==> config.mk <==
export PLATFORM = sky130hd
export DESIGN_NAME = qte_outbuf
export DESIGN_NICKNAME = d
export VERILOG_FILES = /design/src/design/qte_pkg.sv /design/src/design/qte_outbuf.sv
export SDC_FILE = /design/constraint.sdc
export NUM_CORES = 1
export LEC_CHECK = 0
export BUFFER_PORTS_ARGS = -buffer_cell sky130_fd_sc_hd__buf_4
export CAP_MARGIN = 20
export CORE_MARGIN = 2
export CORE_UTILIZATION = 45
export CTS_CLUSTER_DIAMETER = 50
export DETAILED_ROUTE_END_ITERATION = 7
export GPL_TIMING_DRIVEN = 0
export PLACE_DENSITY = 0.71
export SLEW_MARGIN = 5
export SYNTH_ARGS = -nofsm -noshare
export SYNTH_HDL_FRONTEND = slang
export SYNTH_SLANG_ARGS = --single-unit
==> constraint.sdc <==
create_clock -name clk -period 14 [get_ports clk]
set_input_delay 2.8 -clock clk [delete_from_list [all_inputs] [get_ports clk]]
set_output_delay 2.8 -clock clk [all_outputs]
set_load 0.02 [all_outputs]
==> src/design/qte_pkg.sv <==
// Shared widths, constants, types and helper functions for the quaternion to
// Euler angle core. No dependencies; every design file refers to it by scope.
package qte_pkg;

    localparam int ANGLE_BITS  = 16;
    localparam int COMP_BITS   = 16;
    localparam int ALIGN_BITS  = 16;                 // components aligned to Q1.14
    localparam int FRAC_SHIFT  = 28;                 // 1.0 = 2^28 after products
    localparam int PROD_W      = 2 * ALIGN_BITS;
    localparam int SUM_W       = PROD_W + 2;
    localparam int CORD_W      = SUM_W + 3;          // room for CORDIC gain and rotation
    localparam int ROOT_W      = FRAC_SHIFT + 1;
    localparam int NSQ_W       = 2 * ROOT_W;
    localparam int ISQRT_STEPS = ROOT_W;
    localparam int ATAN_ITERS  = 30;
    localparam int CORDIC_LAT  = ATAN_ITERS + 1;

    localparam logic signed [SUM_W-1:0] FRAC_ONE = SUM_W'(1) << FRAC_SHIFT;
    localparam logic [NSQ_W-1:0] NSQ_ONE = NSQ_W'(1) << (2 * FRAC_SHIFT);

    localparam logic [31:0] QUARTER_TURN       = 32'h4000_0000;
    localparam logic [31:0] THREE_QUARTER_TURN = 32'hC000_0000;

    localparam logic signed [ANGLE_BITS-1:0] PITCH_LIMIT = ANGLE_BITS'(1) << (ANGLE_BITS - 2);

    // atan(2^-i), 2^32 per turn
    localparam logic [31:0] ATAN_TAB [ATAN_ITERS] = '{
        32'd536870912, 32'd316933406, 32'd167458907, 32'd85004756, 32'd42667331,
        32'd21354465,  32'd10679838,  32'd5340245,   32'd2670163,  32'd1335087,
        32'd667544,    32'd333772,    32'd166886,    32'd83443,    32'd41722,
        32'd20861,     32'd10430,     32'd5215,      32'd2608,     32'd1304,
        32'd652,       32'd326,       32'd163,       32'd81,       32'd41,
        32'd20,        32'd10,        32'd5,         32'd3,        32'd1
    };

    typedef struct packed {
        logic signed [SUM_W-1:0] sinr;
        logic signed [SUM_W-1:0] cosr;
        logic signed [SUM_W-1:0] siny;
        logic signed [SUM_W-1:0] cosy;
        logic signed [SUM_W-1:0] sinp;
        logic                    clamped;
        logic                    clamp_pos;
    } side_t;

    typedef struct packed {
        logic signed [ANGLE_BITS-1:0] roll;
        logic signed [ANGLE_BITS-1:0] pitch;
        logic signed [ANGLE_BITS-1:0] yaw;
        logic                         clamped;
    } result_t;

    // Round a 32-bit binary angle half up to ANGLE_BITS, wrapping mod a turn.
    function automatic logic [ANGLE_BITS-1:0] round_angle(input logic [31:0] z);
        logic [33:0] s;
        s = {1'b0, z, 1'b0} + (34'd1 << (32 - ANGLE_BITS));
        return s[33-ANGLE_BITS +: ANGLE_BITS];
    endfunction

    // Align a component to Q1.14: floor shift right when wider, shift left when narrower.
    function automatic logic signed [ALIGN_BITS-1:0] align_comp(
        input logic signed [COMP_BITS-1:0] c
    );
        logic signed [ALIGN_BITS-1:0] t;
        if (COMP_BITS >= ALIGN_BITS)
        begin
            t = ALIGN_BITS'(c >>> (COMP_BITS - ALIGN_BITS));
        end
        else
        begin
            t = ALIGN_BITS'(c) <<< (ALIGN_BITS - COMP_BITS);
        end
        return t;
    endfunction

endpackage

==> src/design/qte_outbuf.sv <==
// Output register with a one-entry skid stage; its ready is registered and
// freezes the pipeline. Depends on qte_pkg.
module qte_outbuf (
    input  logic               clk,
    input  logic               rst_n,
    input  logic               v_in,
    input  qte_pkg::result_t   data_in,
    output logic               ready,
    output logic               v_out,
    output qte_pkg::result_t   data_out,
    input  logic               stall
);

    logic             out_valid_reg, out_valid_next;
    logic             skid_valid_reg, skid_valid_next;
    qte_pkg::result_t out_data_reg, out_data_next;
    qte_pkg::result_t skid_data_reg, skid_data_next;
    logic             push, out_free;

    assign ready    = !skid_valid_reg;
    assign push     = v_in && !skid_valid_reg;
    assign out_free = !out_valid_reg || !stall;

    always_comb
    begin
        out_valid_next  = out_valid_reg;
        out_data_next   = out_data_reg;
        skid_valid_next = skid_valid_reg;
        skid_data_next  = skid_data_reg;
        priority if (out_free && skid_valid_reg)
        begin
            out_valid_next  = 1'b1;
            out_data_next   = skid_data_reg;
            skid_valid_next = 1'b0;
        end
        else if (out_free)
        begin
            out_valid_next = push;
            out_data_next  = data_in;
        end
        else if (push)
        begin
            skid_valid_next = 1'b1;
            skid_data_next  = data_in;
        end
        else
        begin
            // Hold both registers.
        end
    end

    always_ff @(posedge clk or negedge rst_n)
    begin
        if (!rst_n)
        begin
            out_valid_reg  <= 1'b0;
            skid_valid_reg <= 1'b0;
        end
        else
        begin
            out_valid_reg  <= out_valid_next;
            skid_valid_reg <= skid_valid_next;
        end
    end

    always_ff @(posedge clk)
    begin
        out_data_reg  <= out_data_next;
        skid_data_reg <= skid_data_next;
    end

    assign v_out    = out_valid_reg;
    assign data_out = out_data_reg;

endmodule

# ---- After elaboration in Yosys (flattened, before gate mapping)
# Cells that the tools add are included.
dict set report word_totals {
  register_bits 100
  input_bits 53
  out_inout_bits 51
  word_cells 30
}
dict set report op_classes {
  eq_ne 1
  muxes 7
  n_bitwise 2
  n_reduce_logical 10
}
# cell n
set ops {}
lappend ops {{$mux 49} 2}
lappend ops {{$mux 1} 5}
lappend ops {{$reduce_bool 2->1} 2}
lappend ops {{$logic_not 1->1} 3}
lappend ops {{$reduce_and 3->1} 1}
lappend ops {{$logic_and 1x1->1} 2}
lappend ops {{$ne 2x1->1 const B} 1}
lappend ops {{$not 1->1} 2}
lappend ops {{$reduce_and 2->1} 1}
lappend ops {{$logic_or 1x1->1} 1}

# ---- Logic depth before layout (Yosys ltp)
# Gate-level depths: netlist of the first run.
dict set report depth {
  word_depth 5
  ltp_mapped 4
  depth_no_buf 2
}

# ---- Worst setup path after synthesis of the first run
# OpenSTA, ideal clock, no wires.
dict set report synth_path {
  path_type {input to register}
  start {input port stall}
  end {register skid_data_reg[0] (netlist bit) (enable)}
  setup_time_ps 526
  arrival_time_ps 7688
  t_required_ps 13474
  slack_ps 5786
  path_stages 2
  path_buffers 0
  cell_sequence {nand2_1 > nor3b_1}
}
dict set report synth_via {
  elab_chain_cells 5
  elab_cells_between_ends 6
  classes_between {2 x bitwise; 4 x reduce/logical}
}
# element line
set synth_rtl {}
lappend synth_rtl {{start, declared} qte_outbuf.sv:11} ;# input logic stall
lappend synth_rtl {{$logic_not 1->1 (*)} qte_outbuf.sv:22} ;# assign out_free = !out_valid_reg || !stall;
lappend synth_rtl {{$logic_or 1x1->1 (*)} qte_outbuf.sv:22}
lappend synth_rtl {{$logic_and 1x1->1} qte_outbuf.sv:30} ;# priority if (out_free && skid_valid_reg)
lappend synth_rtl {{$not 1->1 (no line)} -}
lappend synth_rtl {{$reduce_and 3->1 (no line) (*)} -}
lappend synth_rtl {{end signal, assigned} qte_outbuf.sv:69} ;# skid_data_reg <= skid_data_next;
lappend synth_rtl {{end, declared} qte_outbuf.sv:17} ;# qte_pkg::result_t skid_data_reg, skid_data_next;
# Mark *: on every way between the ends. The rest lies on a longest branch, timed or not.
# A chain may end at the register's enable or synchronous reset.

# ---- Worst setup path in the final report of the first run
dict set report layout_path {
  start {input port stall}
  end {register skid_data_reg[11] (netlist bit) (enable)}
}
# Same word-level chain as after synthesis.

==> summary.log, run 1 <==
[worst_setup_path] Critical Path RT 14050 ps
[yosys] per-instance average area after synthesis 22.58 sq um
[worst_setup_path] Max Fanout on Critical Path 21
[cells_and_area] share of cells above drive strength 1 59.09%
[yosys] post-synth top area share 80.96%
[worst_setup_path] arrival time reported for the critical path endpoint 4320 ps
[pwr] static power due to leakage 1.828 nW
[floorplan] Die W 93.88 microns
[run] max-cap violations 0
[route] Routed Wire Length 6.385 mm
[route] count of TritonRoute iterations in the first routing pass 4
[clock_tree] clock tree from TritonCTS yes
[floorplan] initial core utilization 46.79%
[sta] time the worst path needs with I/O delays and setup 4266 ps
[clock_tree] Max H-tree Level 3
[worst_setup_path] Register-to-Register Setup Slack 11820 ps
[route] average wire length per cell after detail routing 16.46 microns
[yosys] share of synthesized area occupied by flip-flops and latches 82.34%
[global_route] wire length of the first global-routing pass 9.998 mm
[worst_setup_path] cell with the biggest individual delay on the critical path nor3b_2
[cells_and_area] Synth-to-Final Area Change 32.60%
[route] remaining design rule violation count 0
[worst_setup_path] most prevalent standard cell on the critical path buf_4
[clock_tree] number of setup buffers added after CTS 0
[yosys] Post-Syn Area 3635 sq um
[worst_setup_path] critical path's largest stage delay 640 ps
[floorplan] number of top-level pins 104
[place] Final HPWL DP 4.407 mm
[place] input/output buffers 103
[global_route] initial antenna violation count 0
[pwr] logic gate share of total power 12.8%
[hold_path] Worst Hold Depth 1
[yosys] most area-consuming cells after synthesis edfxtp_1 81%, mux2_2 12%, mux2_1 3.1%, dfrtp_1 1.4%, buf_4 0.62%
[floorplan] area enclosed by the die boundary 8813 sq um
[worst_setup_path] startpoint of the lowest-slack register-to-register path v_out
[clock_tree] sinks on the clock net 100
[sta] Max Fclk 234.4 MHz
[yosys] Syn Nets 214
[worst_setup_path] r2r worst-path depth 4
[sta] post-route clock period utilization 30.47%
[clock_tree] count of instances resized after the clock tree is built 0
[yosys] post-synthesis cell count 161
[route] total vias in the final route 1897
[route] 1st-iter DRT viols 71
[pwr] power density over cell area 131.5 nW/um^2
[clock_tree] Post-CTS Hold Fix Bufs 0
[global_route] largest net degree at the start of global routing 33
[sta] normalized max-slew margin 59.41%
[sta] Hold Vio Cnt, Final 0
[global_route] vias in the first global route 1984
[sta] worst-case hold slack 541.0 ps
[floorplan] Placement Rows 32
[pwr] Flop pwr share 56.6%
[route] antenna-violating nets left 0
[yosys] area leader, netlist edfxtp_1
[sta] Final Max Slew Viols 0
[pwr] net switching fraction of the power 22.19%
[pwr] VDD IR max 79.35 uV
[global_route] GRT Util Overall 15.08%
[clock_tree] Clk Latency, worst-skew pair 350 ps
[worst_setup_path] cell chain of the critical path buf_4 -> nand2_2 -> nor3b_2 -> buf_6 -> buf_4
[outcome] outcome finished clean
[route] via/cell ratio 4.889
[yosys] Yosys warning total 0
[floorplan] area of the placeable core 7767 sq um
[worst_setup_path] startpoint types primary input
[global_route] GRT Residual Overflow 0
[clock_tree] number of buffers created by CTS 9
[worst_setup_path] crit path capture type flop
[yosys] Distinct cells, synth 11
[cells_and_area] final standard cell utilization of the core 62.05%
[hold_path] Hold Path Origin skid_data_reg[42]
[worst_setup_path] destination of the worst register-to-register timing path skid_data_reg[11]
[cells_and_area] highest-count cells in the layout ignoring fill and taps 108 x buf_4, 98 x edfxtp_1, 39 x mux2_2
[hold_path] Min-Delay Path Class reg2reg
[pwr] overall power of the completed layout 633.6 uW
[pwr] sw power 140.6 uW
[clock_tree] buffer cell driving the clock tree root clkbuf_8
[hold_path] Endpoint, Worst Hold data_out[42]
[clock_tree] buffer depth of the longest clock path 2
[place] final estimated routing congestion in global placement 0.6722
[cells_and_area] Post-layout nets 334
[sta] endpoints failing setup 0
[sta] transition time of the tightest slew-check pin 606.2 ps
[floorplan] DIE HEIGHT 93.88 microns
[worst_setup_path] Critical path origin stall
[yosys] flip-flop and latch count after synthesis 100
[sta] unrepaired setup endpoints after global routing no
[pwr] share of power burned in the clock network 30.6%
[clock_tree] clock-pin slew on the worst setup and hold paths 90 ps
[sta] clk_skew 9.938 ps
[cells_and_area] filler instances 603
[sta] setup tns final 0 ps
[cells_and_area] most frequent standard cell in the layout excluding fill and tap cells buf_4
[worst_setup_path] kind of critical path in2reg
[pwr] Internal Power 493.0 uW
[cells_and_area] number of antenna repair diodes 0
==> worst max path at each step <==
stage,to,depth (start not counted)
6_report,skid_data_reg[11],5
5_1_grt,skid_data_reg[28],5
4_1_cts,skid_data_reg[28],5
3_5_place_dp,skid_data_reg[10],5
3_3_place_gp,skid_data_reg[38],3
2_1_floorplan,skid_data_reg[0],2
==> area by class of cell <==
cell class | count | area, sq um | share of cell area [%]
sequential | 100 | 2993 | 62.10
inverter | 1 | 3.754 | 0.07788
clock inverter | 5 | 76.32 | 1.584
timing repair buffer | 109 | 842.1 | 17.47
buffer | 5 | 45.04 | 0.9346
multi-input combinational | 55 | 600.6 | 12.46
clock buffer | 11 | 131.4 | 2.726
tap | 102 | 127.6 | 2.648
==> power by group through the flow <==
| stage | combinational (mW) | clock (mW) | sequential, mW |
|---|---|---|---|
| finish | 0.0812 | 0.194 | 0.359 |
| global route | 0.0872 | 0.208 | 0.361 |
| CTS | 0.0825 | 0.200 | 0.359 |
| detailed placement | 0.0823 | 0 | 0.366 |
| global placement | 0.0785 | 0 | 0.367 |
| floorplan | 0.0227 | 0 | 0.384 |
==> routing by layer <==
metal / wire, microns / GRT usage (%)
met4: 75 / 6.159
met3: 671 / 6.340
met5: 0 / 0
met2: 2825 / 22.38
met1: 2812 / 19.70
==> kinds of logic after synthesis <==
logic type / Yosys count / share of synthesized area [%]
flip-flops: 100 / 82.34
AO/OA/AOI/OAI: 1 / 0.5164
buffers and inverters: 6 / 1.342
multiplexers: 49 / 15.18
AND/OR/NAND/NOR: 5 / 0.6199
==> worst max-delay path, delay by kind of cell <==
| kind | cells | cell delay, ps |
|---|---|---|
| buf+inv | 3 | 540 |
| simple gates | 2 | 960 |
==> synthesized netlist by cell type <==
library cell / number
a21boi_4: 1
buf_4: 3
buf_6: 2
dfrtp_1: 2
edfxtp_1: 98
inv_1: 1
mux2_1: 10
mux2_2: 39
nand2_1: 2
nor2_1: 2
nor3b_1: 1
==> per-stage QoR <==
| step | instance area [sq um] | setup slack [ps] | instances |
|---|---|---|---|
| detailed placement | 4612 | 9315 | 372 |
| floorplan | 3635 | 5786 | 161 |
| global route | 4820 | 9572 | 388 |
| global placement | 4536 | 2878 | 366 |
| finish | 4820 | 9734 | 388 |
| CTS | 4820 | 9699 | 388 |
Power figures use the tool's default switching activity.
==> run 2, diff against run 1 <==
clock period = 4.2 ns   (was 14 ns; I/O delays follow)
==> summary.log, run 2 (synthesis results as in run 1) <==
[run] max-cap violations 0 [unchanged]
[route] count of TritonRoute iterations in the first routing pass 4 [unchanged]
[floorplan] DIE HEIGHT 93.88 microns [unchanged]
[global_route] GRT Residual Overflow 0 [unchanged]
[clock_tree] buffer depth of the longest clock path 2 [unchanged]
[place] input/output buffers 103 [unchanged]
[route] remaining design rule violation count 0 [unchanged]
[global_route] wire length of the first global-routing pass 10.03 mm [+0.34%]
[route] Routed Wire Length 6.602 mm [+3.4%]
[floorplan] area enclosed by the die boundary 8813 sq um [unchanged]
[clock_tree] buffer cell driving the clock tree root clkbuf_8
[sta] post-route clock period utilization 55.85%
[global_route] initial antenna violation count 0 [unchanged]
[route] average wire length per cell after detail routing 17.10 microns [+3.9%]
[cells_and_area] filler instances 617 [+2.3%]
[pwr] static power due to leakage 1.820 nW [-0.42%]
[sta] unrepaired setup endpoints after global routing no
[outcome] outcome finished clean
[worst_setup_path] startpoint types primary input
[floorplan] area of the placeable core 7767 sq um [unchanged]
[global_route] GRT Util Overall 15.33% [+0.25 points]
[pwr] Internal Power 1.594 mW [+220%]
[place] Final HPWL DP 4.703 mm [+6.7%]
[clock_tree] clock-pin slew on the worst setup and hold paths 100 ps [about the same]
[clock_tree] Max H-tree Level 3 [unchanged]
[cells_and_area] register cell area after layout 2993 sq um [unchanged]
[pwr] power density over cell area 430.2 nW/um^2 [+230%]
[floorplan] number of top-level pins 104 [unchanged]
[worst_setup_path] crit path capture type flop
[sta] Max Fclk 426.3 MHz
[cells_and_area] share of cells above drive strength 1 59.51% [+0.42 points]
[sta] clk_skew 15.53 ps [+5.593 ps]
[clock_tree] Post-CTS Hold Fix Bufs 0 [unchanged]
[sta] endpoints failing setup 0 [unchanged]
[worst_setup_path] Critical Path RT 4250 ps [-9800 ps]
[sta] normalized max-slew margin 51.87% [-7.5 points]
[pwr] logic gate share of total power 13.3% [+0.5 points]
[hold_path] Min-Delay Path Class in2async
[floorplan] Die W 93.88 microns [unchanged]
[floorplan] Placement Rows 32 [unchanged]
[pwr] overall power of the completed layout 2.081 mW [+230%]
[sta] transition time of the tightest slew-check pin 721.2 ps [+115.0 ps]
[place] placed cell count 370 [-0.54%]
[cells_and_area] final std cells w/o fill 386 [-0.52%]
[global_route] vias in the first global route 1962 [-1.1%]
[cells_and_area] number of antenna repair diodes 0 [unchanged]
[pwr] VDD IR max 251.8 uV [+220%]
[clock_tree] sinks on the clock net 100 [unchanged]
[pwr] Flop pwr share 57.5% [+0.9 points]
[route] total vias in the final route 1851 [-2.4%]
[worst_setup_path] Register-to-Register Setup Slack 1970 ps [-9850 ps]
[cells_and_area] Post-layout nets 332 [-0.60%]
[route] 1st-iter DRT viols 55 [-23%]
[worst_setup_path] arrival time reported for the critical path endpoint 2390 ps [-1930 ps]
[route] antenna-violating nets left 0 [unchanged]
[cells_and_area] area of combinational cells with multiple inputs 606.8 sq um [+1.0%]
[sta] Final Max Slew Viols 0 [unchanged]
[cells_and_area] most frequent standard cell in the layout excluding fill and tap cells buf_4
[sta] time the worst path needs with I/O delays and setup 2346 ps
[sta] Hold Vio Cnt, Final 0 [unchanged]
[place] final estimated routing congestion in global placement 0.7404 [+10%]
[route] via/cell ratio 4.795 [-1.9%]
[clock_tree] number of setup buffers added after CTS 0 [unchanged]
[worst_setup_path] r2r worst-path depth 4 [unchanged]
[worst_setup_path] kind of critical path in2reg
[cells_and_area] highest-count cells in the layout ignoring fill and taps 106 x buf_4, 98 x edfxtp_1, 39 x mux2_2
[worst_setup_path] Max Fanout on Critical Path 20 [-4.8%]
[floorplan] initial core utilization 46.79% [unchanged]
[worst_setup_path] startpoint of the lowest-slack register-to-register path v_out
[pwr] sw power 487.4 uW [+250%]
[worst_setup_path] destination of the worst register-to-register timing path skid_data_reg[46]
[clock_tree] count of instances resized after the clock tree is built 0 [unchanged]
[pwr] share of power burned in the clock network 29.2% [-1.4 points]
[pwr] net switching fraction of the power 23.42% [+1.2 points]
[clock_tree] clock tree from TritonCTS yes
[global_route] largest net degree at the start of global routing 34 [+3.0%]
[clock_tree] Clk Latency, worst-skew pair 340 ps [about the same]
[cells_and_area] Synth-to-Final Area Change 33.08%
[clock_tree] number of buffers created by CTS 9 [unchanged]
[run 2: cell types whose count changed in the layout (fill, tap and decap cells not counted), moves of 2 or more]
cell / previous run / this run
buf_16: 0 / 2
buf_4: 108 / 106
buf_6: 5 / 2
clkinvlp_4: 1 / 3
inv_6: 0 / 2
[run 2: area by class of cell]
class	instances	area share, %
inverters	1	0.07760
well taps	102	2.638
plain buffers	5	0.9312
flip-flops and latches	100	61.87
clock inverters	6	1.449
multi-input cells	55	12.55
clock buffers	10	2.638
repair buffers	107	17.85
[run 2: through the flow]
stage | hold WS (ps) | setup WS, ps | cell area (sq um) | setup TNS (ps) | utilization [%]
3_3_place_gp | 516.7 | -1328 | 4543 | -64990 | 58.49
2_1_floorplan | 508.3 | 278.1 | 3642 | 0 | -
6_report | 253.4 | 1854 | 4837 | 0 | 62.27
5_1_grt | 227.5 | 1723 | 4837 | 0 | 62.27
4_1_cts | 232.0 | 1823 | 4837 | 0 | 62.27
3_5_place_dp | 526.4 | 1428 | 4639 | 0 | 59.73
[run 2: critical path, cell delays in order]
cell and delay (ps):
buf_4 100, nand2_2 310, nor3b_4 730, buf_16 230, buf_8 170
[run 2: per-layer routing]
metal  part of all wire (%)  global-route usage, %
met4                    1.3                  6.643
met3                    3.4                  2.327
met5                      0                      0
met1                     41                  19.10
met2                     55                  26.61
[run 2: how the worst max path moves through the flow]
stage / startpoint / to / cells past startpoint
global route: stall / skid_data_reg[46] / 5
CTS: stall / skid_data_reg[46] / 5
floorplan: stall / skid_data_reg[0] / 2
global placement: stall / skid_data_reg[41] / 3
detailed placement: stall / skid_data_reg[3] / 5
finish: stall / skid_data_reg[46] / 5
[run 2: power groups by stage]
stage	Sequential, mW	Combinational (mW)	Clock, mW
finish	1.20	0.276	0.609
global route	1.20	0.294	0.665
CTS	1.20	0.281	0.627
detailed placement	1.22	0.281	0
global placement	1.22	0.262	0
floorplan	1.28	0.0759	0
